[config.mk]
export PLATFORM = sky130hd
export DESIGN_NAME = vco_coarse_tune_search
export DESIGN_NICKNAME = d
export VERILOG_FILES = /design/src/rtl/vcts_pkg.sv /design/src/rtl/vco_coarse_tune_search.sv
export VERILOG_INCLUDE_DIRS = /design/src /design/src/rtl
export SDC_FILE = /design/constraint.sdc
export NUM_CORES = 1
export LEC_CHECK = 0
export ABC_CLOCK_PERIOD_IN_PS = 6700
export BUFFER_PORTS_ARGS = -buffer_cell sky130_fd_sc_hd__buf_2
export CORE_UTILIZATION = 35
export DETAILED_ROUTE_END_ITERATION = 10
export GPL_TIMING_DRIVEN = 0
export HOLD_SLACK_MARGIN = 0.08
export MAX_ROUTING_LAYER = met4
export PLACE_DENSITY = 0.59
export RECOVER_POWER = 50
export SLEW_MARGIN = 10
export SYNTH_ARGS = -nofsm -noshare
export SYNTH_HDL_FRONTEND = slang
export SYNTH_SLANG_ARGS = --single-unit
export TNS_END_PERCENT = 50
[constraint.sdc]
create_clock -name i_clk -period 6.7 [get_ports i_clk]
set_input_delay 0.67 -clock i_clk [delete_from_list [all_inputs] [get_ports i_clk]]
set_output_delay 0.67 -clock i_clk [all_outputs]
set_load 0.01 [all_outputs]
[src/rtl/vco_coarse_tune_search_assert.svh]
// Assertion macros for the VCO coarse-tune search sequencer.
`ifndef VCO_COARSE_TUNE_SEARCH_ASSERT_SVH
`define VCO_COARSE_TUNE_SEARCH_ASSERT_SVH

`ifndef SYNTHESIS

// Checked on every clock edge outside reset.
`define VCTS_ASSERT(lbl, prop, msg) \
    lbl: assert property (@(posedge i_clk) disable iff (!i_rst_n) prop) else $error(msg);

// Checked on every clock edge, reset included.
`define VCTS_ASSERT_ALWAYS(lbl, prop, msg) \
    lbl: assert property (@(posedge i_clk) prop) else $error(msg);

`else

`define VCTS_ASSERT(lbl, prop, msg)
`define VCTS_ASSERT_ALWAYS(lbl, prop, msg)

`endif

`endif

[src/rtl/vcts_pkg.sv]
// Constants and codes shared by the VCO coarse-tune search sequencer.
package vcts_pkg;

    localparam int STEPS_PER_SEGMENT = 6;

    // Input operation codes
    localparam logic OP_START = 1'b0;
    localparam logic OP_MEAS  = 1'b1;

    // Sequencer phases
    localparam logic [1:0] PH_IDLE   = 2'd0;
    localparam logic [1:0] PH_WAIT63 = 2'd1;
    localparam logic [1:0] PH_WAIT64 = 2'd2;
    localparam logic [1:0] PH_SEARCH = 2'd3;

    // Configuration register indexes
    localparam logic CFG_TXRX = 1'b0;
    localparam logic CFG_PLL  = 1'b1;

    localparam logic [15:0] TXRX_RESET = 16'h3FFC;
    localparam logic [15:0] PLL_RESET  = 16'h0838;

    // Transceiver words
    localparam logic [9:0]  ERR_INIT   = 10'h1FF;
    localparam logic [15:0] VCO2_BASE  = 16'h2000;
    localparam logic [15:0] VCO2_CT63  = 16'h203F;
    localparam logic [15:0] VCO2_CT64  = 16'h2040;
    localparam logic [15:0] VCO1_FT0   = 16'h8000;
    localparam logic [15:0] PLL_B_WORD = 16'h1A1B;
    localparam logic [15:0] TX_ON_BIT  = 16'h0800;
    localparam logic [7:0]  BEST_RESET = 8'h4D;

    // Segment bases and span
    localparam logic [7:0] BASE_ABOVE = 8'd16;
    localparam logic [7:0] BASE_MID   = 8'd48;
    localparam logic [7:0] BASE_BELOW = 8'd80;
    localparam logic [7:0] SEG_SPAN   = 8'd16;
    localparam logic [3:0] STEP_INIT  = 4'd8;

    // Setup burst after a start word
    localparam int          SETUP_WORDS = 5;
    localparam logic [2:0]  SETUP_LAST  = 3'(SETUP_WORDS - 1);

endpackage

[src/rtl/vco_coarse_tune_search.sv]
// VCO coarse-tune search sequencer: setup burst, segment choice, SAR search.
//
//  channel  direction  handshake                    payload
//  input    in         i_valid / o_stall            i_op i_ref_voltage i_voltage i_locked
//  output   out        o_valid / i_stall            o_spi_word o_done_res o_best_coarse o_last
//  config   in         i_cfg_valid / o_cfg_ready    i_cfg_index i_cfg_data
//
// Each input word is processed in the cycle it is accepted; its results appear
// in the output register on the next cycle. A start word gives five results,
// one per cycle unless stalled, read out of the output register by an index
// counter; every other word gives at most one. A new input word is taken in the
// same cycle that the last result of the previous one leaves, so one word per
// cycle is sustained while results are single and unstalled. Reset is synchronous,
// active low, and clears all sequencer state; the config port is always ready.
module vco_coarse_tune_search (
    input  logic        i_clk,
    input  logic        i_rst_n,
    input  logic        i_valid,
    output logic        o_stall,
    input  logic        i_op,
    input  logic [9:0]  i_ref_voltage,
    input  logic [9:0]  i_voltage,
    input  logic        i_locked,
    output logic        o_valid,
    input  logic        i_stall,
    output logic [15:0] o_spi_word,
    output logic        o_done_res,
    output logic [7:0]  o_best_coarse,
    output logic        o_last,
    input  logic        i_cfg_valid,
    output logic        o_cfg_ready,
    input  logic        i_cfg_index,
    input  logic [15:0] i_cfg_data
);
    import vcts_pkg::*;

`include "vco_coarse_tune_search_assert.svh"

    // Configuration
    logic [15:0] r_txrx_word;
    logic [15:0] r_pll_word;

    // Sequencer state
    logic [1:0] r_phase,      n_phase;
    logic       r_seg_index,  n_seg_index;
    logic [2:0] r_step_count, n_step_count;
    logic [7:0] r_coarse,     n_coarse;
    logic [3:0] r_code_step,  n_code_step;
    logic [7:0] r_seg_end,    n_seg_end;
    logic [9:0] r_v63,        n_v63;
    logic [9:0] r_reference,  n_reference;
    logic [9:0] r_min_err,    n_min_err;
    logic [7:0] r_cand_code,  n_cand_code;
    logic [7:0] r_cand_dist,  n_cand_dist;
    logic [7:0] r_best_dist,  n_best_dist;
    logic [7:0] r_best_code,  n_best_code;

    // Output register
    logic        r_valid;
    logic        r_setup;
    logic [2:0]  r_idx;
    logic [15:0] r_word;
    logic        r_done;
    logic [7:0]  r_best;

    logic        n_has_res;
    logic [15:0] n_res_word;
    logic        n_res_done;

    logic        out_fire;
    logic        out_last;
    logic        in_ready;
    logic        in_fire;

    logic [9:0]  err;
    logic [7:0]  seg_dist;
    logic [7:0]  stepped;
    logic [7:0]  base;
    logic        more_steps;
    logic [15:0] setup_word;

    assign o_cfg_ready = 1'b1;

    always_ff @(posedge i_clk) begin
        if (!i_rst_n) begin
            r_txrx_word <= TXRX_RESET;
            r_pll_word  <= PLL_RESET;
        end else if (i_cfg_valid) begin
            unique case (i_cfg_index)
                CFG_TXRX: r_txrx_word <= i_cfg_data;
                CFG_PLL:  r_pll_word  <= i_cfg_data;
                default:  r_pll_word  <= r_pll_word;
            endcase
        end
    end

    assign out_fire = r_valid && !i_stall;
    assign out_last = r_setup ? (r_idx == SETUP_LAST) : 1'b1;
    assign in_ready = !r_valid || (out_fire && out_last);
    assign in_fire  = i_valid && in_ready;
    assign o_stall  = !in_ready;

    assign err     = (i_voltage >= r_reference) ? (i_voltage - r_reference)
                                                : (r_reference - i_voltage);
    assign seg_dist = (r_coarse > r_seg_end) ? (r_coarse - r_seg_end)
                                             : (r_seg_end - r_coarse);
    assign stepped = (i_voltage < r_reference) ? (r_coarse + {4'd0, r_code_step})
                                               : (r_coarse - {4'd0, r_code_step});
    assign more_steps = ({1'b0, r_step_count} + 4'd1) < 4'(STEPS_PER_SEGMENT);

    always_comb begin
        if (r_v63 < r_reference && i_voltage < r_reference) begin
            base = BASE_BELOW;
        end else if (r_v63 > r_reference && i_voltage > r_reference) begin
            base = BASE_ABOVE;
        end else begin
            base = BASE_MID;
        end
    end

    always_comb begin
        n_phase      = r_phase;
        n_seg_index  = r_seg_index;
        n_step_count = r_step_count;
        n_coarse     = r_coarse;
        n_code_step  = r_code_step;
        n_seg_end    = r_seg_end;
        n_v63        = r_v63;
        n_reference  = r_reference;
        n_min_err    = r_min_err;
        n_cand_code  = r_cand_code;
        n_cand_dist  = r_cand_dist;
        n_best_dist  = r_best_dist;
        n_best_code  = r_best_code;
        n_has_res    = 1'b0;
        n_res_word   = 16'd0;
        n_res_done   = 1'b0;

        if (i_op == OP_START) begin
            n_reference = i_ref_voltage;
            n_min_err   = ERR_INIT;
            n_cand_code = 8'd0;
            n_cand_dist = 8'd0;
            n_best_dist = 8'd0;
            n_seg_index = 1'b0;
            n_phase     = PH_WAIT63;
            n_has_res   = 1'b1;
        end else begin
            unique case (r_phase)
                PH_WAIT63: begin
                    n_v63      = i_voltage;
                    n_phase    = PH_WAIT64;
                    n_has_res  = 1'b1;
                    n_res_word = VCO2_CT64;
                end
                PH_WAIT64: begin
                    n_seg_end    = base + SEG_SPAN;
                    n_seg_index  = 1'b0;
                    n_coarse     = base;
                    n_code_step  = STEP_INIT;
                    n_step_count = 3'd0;
                    n_phase      = PH_SEARCH;
                    n_has_res    = 1'b1;
                    n_res_word   = VCO2_BASE | {8'd0, base};
                end
                PH_SEARCH: begin
                    if (i_locked && err < r_min_err) begin
                        n_min_err   = err;
                        n_cand_code = r_coarse;
                        n_cand_dist = seg_dist;
                    end
                    n_coarse    = stepped;
                    n_code_step = (r_code_step > 4'd1) ? (r_code_step >> 1) : r_code_step;
                    n_has_res   = 1'b1;
                    if (more_steps) begin
                        n_step_count = r_step_count + 3'd1;
                        n_res_word   = VCO2_BASE | {8'd0, stepped};
                    end else begin
                        n_min_err = ERR_INIT;
                        if (n_cand_dist > r_best_dist) begin
                            n_best_dist = n_cand_dist;
                            n_best_code = n_cand_code;
                        end
                        if (!r_seg_index) begin
                            // second segment starts one span past the first one's end
                            n_seg_index  = 1'b1;
                            n_coarse     = r_seg_end + SEG_SPAN;
                            n_code_step  = STEP_INIT;
                            n_step_count = 3'd0;
                            n_res_word   = VCO2_BASE | {8'd0, r_seg_end + SEG_SPAN};
                        end else begin
                            n_phase      = PH_IDLE;
                            n_step_count = 3'd0;
                            n_res_done   = 1'b1;
                        end
                    end
                end
                default: begin
                    // measurement while idle: drop
                    n_has_res = 1'b0;
                end
            endcase
        end
    end

    always_ff @(posedge i_clk) begin
        if (!i_rst_n) begin
            r_phase      <= PH_IDLE;
            r_seg_index  <= 1'b0;
            r_step_count <= 3'd0;
            r_coarse     <= 8'd0;
            r_code_step  <= STEP_INIT;
            r_seg_end    <= 8'd0;
            r_v63        <= 10'd0;
            r_reference  <= 10'd0;
            r_min_err    <= ERR_INIT;
            r_cand_code  <= 8'd0;
            r_cand_dist  <= 8'd0;
            r_best_dist  <= 8'd0;
            r_best_code  <= BEST_RESET;
        end else if (in_fire) begin
            r_phase      <= n_phase;
            r_seg_index  <= n_seg_index;
            r_step_count <= n_step_count;
            r_coarse     <= n_coarse;
            r_code_step  <= n_code_step;
            r_seg_end    <= n_seg_end;
            r_v63        <= n_v63;
            r_reference  <= n_reference;
            r_min_err    <= n_min_err;
            r_cand_code  <= n_cand_code;
            r_cand_dist  <= n_cand_dist;
            r_best_dist  <= n_best_dist;
            r_best_code  <= n_best_code;
        end
    end

    always_ff @(posedge i_clk) begin
        if (!i_rst_n) begin
            r_valid <= 1'b0;
            r_setup <= 1'b0;
            r_idx   <= 3'd0;
        end else if (in_fire) begin
            r_valid <= n_has_res;
            r_setup <= (i_op == OP_START);
            r_idx   <= 3'd0;
        end else if (out_fire) begin
            if (out_last) begin
                r_valid <= 1'b0;
            end else begin
                r_idx <= r_idx + 3'd1;
            end
        end
    end

    always_ff @(posedge i_clk) begin
        if (in_fire) begin
            r_word <= n_res_word;
            r_done <= n_res_done;
            r_best <= n_best_code;
        end
    end

    always_comb begin
        unique case (r_idx)
            3'd0:    setup_word = r_pll_word;
            3'd1:    setup_word = PLL_B_WORD;
            3'd2:    setup_word = VCO1_FT0;
            3'd3:    setup_word = VCO2_CT63;
            default: setup_word = r_txrx_word & ~TX_ON_BIT;
        endcase
    end

    assign o_valid       = r_valid;
    assign o_spi_word    = r_setup ? setup_word : r_word;
    assign o_done_res    = r_setup ? 1'b0 : r_done;
    assign o_best_coarse = r_best;
    assign o_last        = out_last;

    `VCTS_ASSERT(a_hold_input_mid_burst, (o_valid && !o_last) |-> o_stall, "input taken mid-burst")
    `VCTS_ASSERT(a_done_word_zero,
                 (o_valid && o_done_res) |-> (o_spi_word == 16'd0 && o_last),
                 "done result carries a word")
    `VCTS_ASSERT(a_setup_index_range, r_setup |-> (r_idx <= SETUP_LAST), "setup index out of range")
    `VCTS_ASSERT(a_start_to_wait63,
                 (in_fire && i_op == OP_START) |=> (r_phase == PH_WAIT63 && o_valid),
                 "start did not arm search")

endmodule
==> metrics.md <==
| Metric | Value |
|---|---|
| Status | `complete, but fails checks` |
| Violated checks | `capacitance limit, slew limit` |
| Num rows | `55` |
| Arr. time, crit path | `6.55 ns` |
| Finish-stage setup viols | `0` |
| GRT Util Overall | `between 15 and 20%` |
| Final core occ | `between 40 and 50%` |
| Total power | `roughly 2.2 mW` |
| # IOs | `73` |
| Synthesized flop and latch total | `approximately 140` |
| Fill count | `2379` |
| Max Freq | `around 160 MHz` |
| Final Cell Area | `9620 um2` |
| Leakage Power | `4.05 nW` |
| Layout area overhead | `16.6%` |
| Slew HR | `-0.326%` |
| Clock Sinks | `roughly 140` |
| Number of global-route vias before repair | `between 6000 and 7000` |
| Slew @ Worst Pin | `about 1.5 ns` |
| Post-detail-place hpwl | `~17 mm` |
| Post-synth EDFFs | `18` |
| Core box area | `between 20000 and 25000 um2` |
| Die H | `about 160 um` |
| Post-Syn Area | `8250 um2` |
| Post-Synthesis Cells | `about 1000` |
| CTS tree | `built` |
| Final Hold Viols | `0` |
| Min cycle time layout | `6.39 ns` |
| Initial core utilization | `a little over a third` |
| Vias per cell | `between 5 and 6` |
| Worst setup EP type | `flip-flop` |
| FF+latch area | `between 2000 and 3000 um2` |
| Ys Warns | `0` |
| Pins over their slew limit | `27` |
| DR iter-0 viols | `between 400 and 500` |
| Critical path type | `in2reg` |
| CTS Hold Bufs | `0` |
| Crit path launch type | `input pin` |
| Clk buf depth | `2` |
| Setup WS pre-CTS | `-0.435 ns` |
| Wire length per cell | `about 16 um` |
| RSZ-0062 raised after global routing | `false` |
| Nets | `about 1200` |
| Max FO, Critical Path | `10` |
| Multiplexer area fraction after synthesis | `around 3.7%` |
| Main combinational cell family by area after synthesis | `compound AO/OA/AOI/OAI gates` |
| Layout cells sized above 1 | `12.6%` |
| Post-Synth Adder-Cell Area | `between 10% and 20%` |
| Critical Path RT | `6.86 ns` |
| Grt total ovfl | `0` |
| Total wire length | `~23 mm` |
| DRC | `0` |
| Hold Crit Class | `in2reg` |
| Multi-input combinational cell area | `4890 um2` |
| DRT Pass-1 Iters | `5` |
| Ys flop type | `dfxtp_1` |
| Pin count of the biggest net entering global routing | `28` |
| CTS H-tree depth | `4` |
| Via count | `around 7300` |
| Netlist cell types | `a little over 80` |
| Fin crit share | `between 90% and 100%` |
| DIE AREA | `~24000 um2` |
| Ys async rst share | `0%` |
| Simple logic cell fraction of the synthesized area | `just under 20%` |
| VDD IR max | `approximately 0.14 mV` |
| IO Port Bufs | `69` |
| Compound-gate portion of the synthesized area | `about 22%` |
| TritonCTS Buffers | `17` |
| # Max-Cap Violations | `1` |
| Final setup margin | `0.314 ns` |
| Syn Nets | `between 1000 and 1500` |
| Power density of the placed cells | `~230 nW/um2` |
| Dpl cell area | `8990 um2` |
| Clock Root Buffer | `clkbuf_16` |
| Clock Skew | `0.0118 ns` |
| Setup TNS | `0 ns` |
| Seq/Total Area, Yosys | `a little over a third` |
| Clock latency on the worst-skew pair | `~0.42 ns` |
| Die X | `between 150 and 200 um` |
| Antenna-violating nets left | `0` |
| Syn Area/Cell | `8.29 um2` |
| Xor and xnor area share after synthesis | `1.70%` |
| Antenna Cells | `0` |
| Final GP Congestion | `0.911` |
| Global-route wire length before repair | `about 36 mm` |
| Initial antenna violation count | `0` |
| Clk slew on worst S/H paths | `0.07 ns` |
-- metal layers --
| metal | part of all wire, % | routed length [um] | GRT usage [%] | vias to the layer above |
|---|---|---|---|---|
| met5 | 0 | 0 | - | - |
| met4 | 0.88 | 198 | 4.30 | 0 |
| met3 | 3.7 | 838 | 3.14 | 14 |
| met2 | 46 | 10300 | 30.9 | 157 |
| met1 | 50 | 11200 | 25.8 | 3395 |
| li1 | - | - | - | 3700 |
-- what timing repair did --
item                       in CTS  in global routing
setup endpoints to repair       8                 22
pin swaps                       0                  1
buffers inserted                0                  3
gates resized for setup         1                 10
-- state kept, by name, summed over array words and instances (netlist names), 4 cells and up --
name / count
r_best_code: 8
r_reference: 10
r_v63: 10
r_cand_code: 8
r_pll_word: 16
r_word: 9
r_code_step: 4
r_best_dist: 8
r_min_err: 10
r_txrx_word: 15
o_best_coarse: 8
r_cand_dist: 8
r_coarse: 8
-- path summary, 6_finish.rpt --
check | from | to | slack [ns] | cells past startpoint
max reg2reg | r_reference[0]$_SDFFE_PN0P_ | o_best_coarse[7]$_DFFE_PP_ | 0.33 | 25
min | i_cfg_data[11] | r_pll_word[11]$_SDFFE_PN1P_ | 0.45 | 3
max | i_voltage[0] | o_best_coarse[7]$_DFFE_PP_ | 0.31 | 27
min reg2reg | r_pll_word[12]$_SDFFE_PN0P_ | r_pll_word[12]$_SDFFE_PN0P_ | 0.45 | 2
-- cell families (layout without fill, tap and decap cells) --
family | count (synthesis) | after routing
AOI/OAI and AO/OA | 258 | 258
xor gates and xnor gates | 16 | 16
adders and majority gates | 77 | 77
buffers and inverters | 117 | 221
DFF | 137 | 137
muxes | 29 | 29
other | 1 | 1
and+or+nand+nor | 360 | 360
-- power breakdown --
part	switching, mW	internal, mW	leakage [nW]
logic	0.223	0.143	2.62
registers	0.0171	0.855	1.14
clock network	0.395	0.553	0.297
-- cell usage after synthesis (all sizes together), types with 4 or more instances --
cell / instances / area (um2)
nand2: 125 / 469
buf: 16 / 101
a21oi: 87 / 439
o21ai: 31 / 163
mux2i: 20 / 200
nand3: 31 / 160
nor2: 122 / 470
o31ai: 4 / 35.0
nand4: 5 / 31.3
nor2b: 20 / 125
a31oi: 4 / 25.0
or3: 6 / 37.5
xnor2: 5 / 43.8
a22o: 5 / 45.0
mux2: 9 / 105
nand2b: 6 / 37.5
ha: 74 / 926
a211oi: 19 / 153
a22oi: 17 / 128
inv: 71 / 267
a311oi: 4 / 41.3
edfxtp: 18 / 541
a21o: 12 / 90.1
clkbuf: 29 / 109
or2: 4 / 25.0
a2bb2oi: 12 / 111
o21a: 9 / 67.6
nor3: 19 / 95.1
o211ai: 6 / 45.0
a221oi: 15 / 138
dfxtp: 119 / 2380
xor2: 11 / 96.3
-- layout make-up --
| class | count | area share [%] |
|---|---|---|
| buffer | 45 | 2.13 |
| clock buffer | 19 | 4.82 |
| clock inverter | 13 | 1.35 |
| inverter | 72 | 2.81 |
| multi-input combinational | 741 | 50.8 |
| sequential | 137 | 30.4 |
| tap | 313 | 4.07 |
| timing repair buffer | 72 | 3.63 |
-- through the flow --
stage | instances | hold WS, ns
after CTS | 1409 | 0.439
after detailed placement | 1377 | 0.447
after global routing | 1412 | 0.454
after floorplan | 995 | 0.425
after global placement | 1377 | 0.444
final | 1412 | 0.448
-- layout by cell type, fill, tap and decap left out, drive strengths merged, types with 4 or more instances in the layout --
| cell | instances |
|---|---|
| clkinv | 6 |
| o21ai | 31 |
| nor3 | 19 |
| nand4 | 5 |
| a311oi | 4 |
| nor2 | 122 |
| o21a | 9 |
| xor2 | 11 |
| o31ai | 4 |
| or2 | 4 |
| dfxtp | 119 |
| a2bb2oi | 12 |
| xnor2 | 5 |
| ha | 74 |
| mux2 | 9 |
| nand2 | 125 |
| buf | 70 |
| a211oi | 19 |
| a21o | 12 |
| a31oi | 4 |
| a21oi | 87 |
| o211ai | 6 |
| a22oi | 17 |
| a22o | 5 |
| clkbuf | 66 |
| inv | 78 |
| nor2b | 20 |
| or3 | 6 |
| nand2b | 6 |
| edfxtp | 18 |
| nand3 | 31 |
| mux2i | 20 |
| a221oi | 15 |
-- critical path, cell delays in order --
cell      delay (ns)
buf_2           0.12
inv_1           0.07
ha_1            0.17
inv_1           0.07
fa_1            0.44
a21o_1          0.23
a221oi_2        0.28
buf_6           0.19
a21oi_2         0.09
nor2_4          0.22
buf_4           0.15
mux2i_1         0.21
xor2_1          0.34
ha_1            0.32
a211oi_1        0.24
o211a_1         0.20
o21a_1          0.13
clkbuf_4        0.22
mux2_2          0.38
ha_1            0.29
nand2_1         0.07
o21bai_1        0.15
a211o_1         0.29
a211o_1         0.41
nor2_4          0.20
buf_2           0.25
a21oi_1         0.11
(Power assumes the default switching activity.)
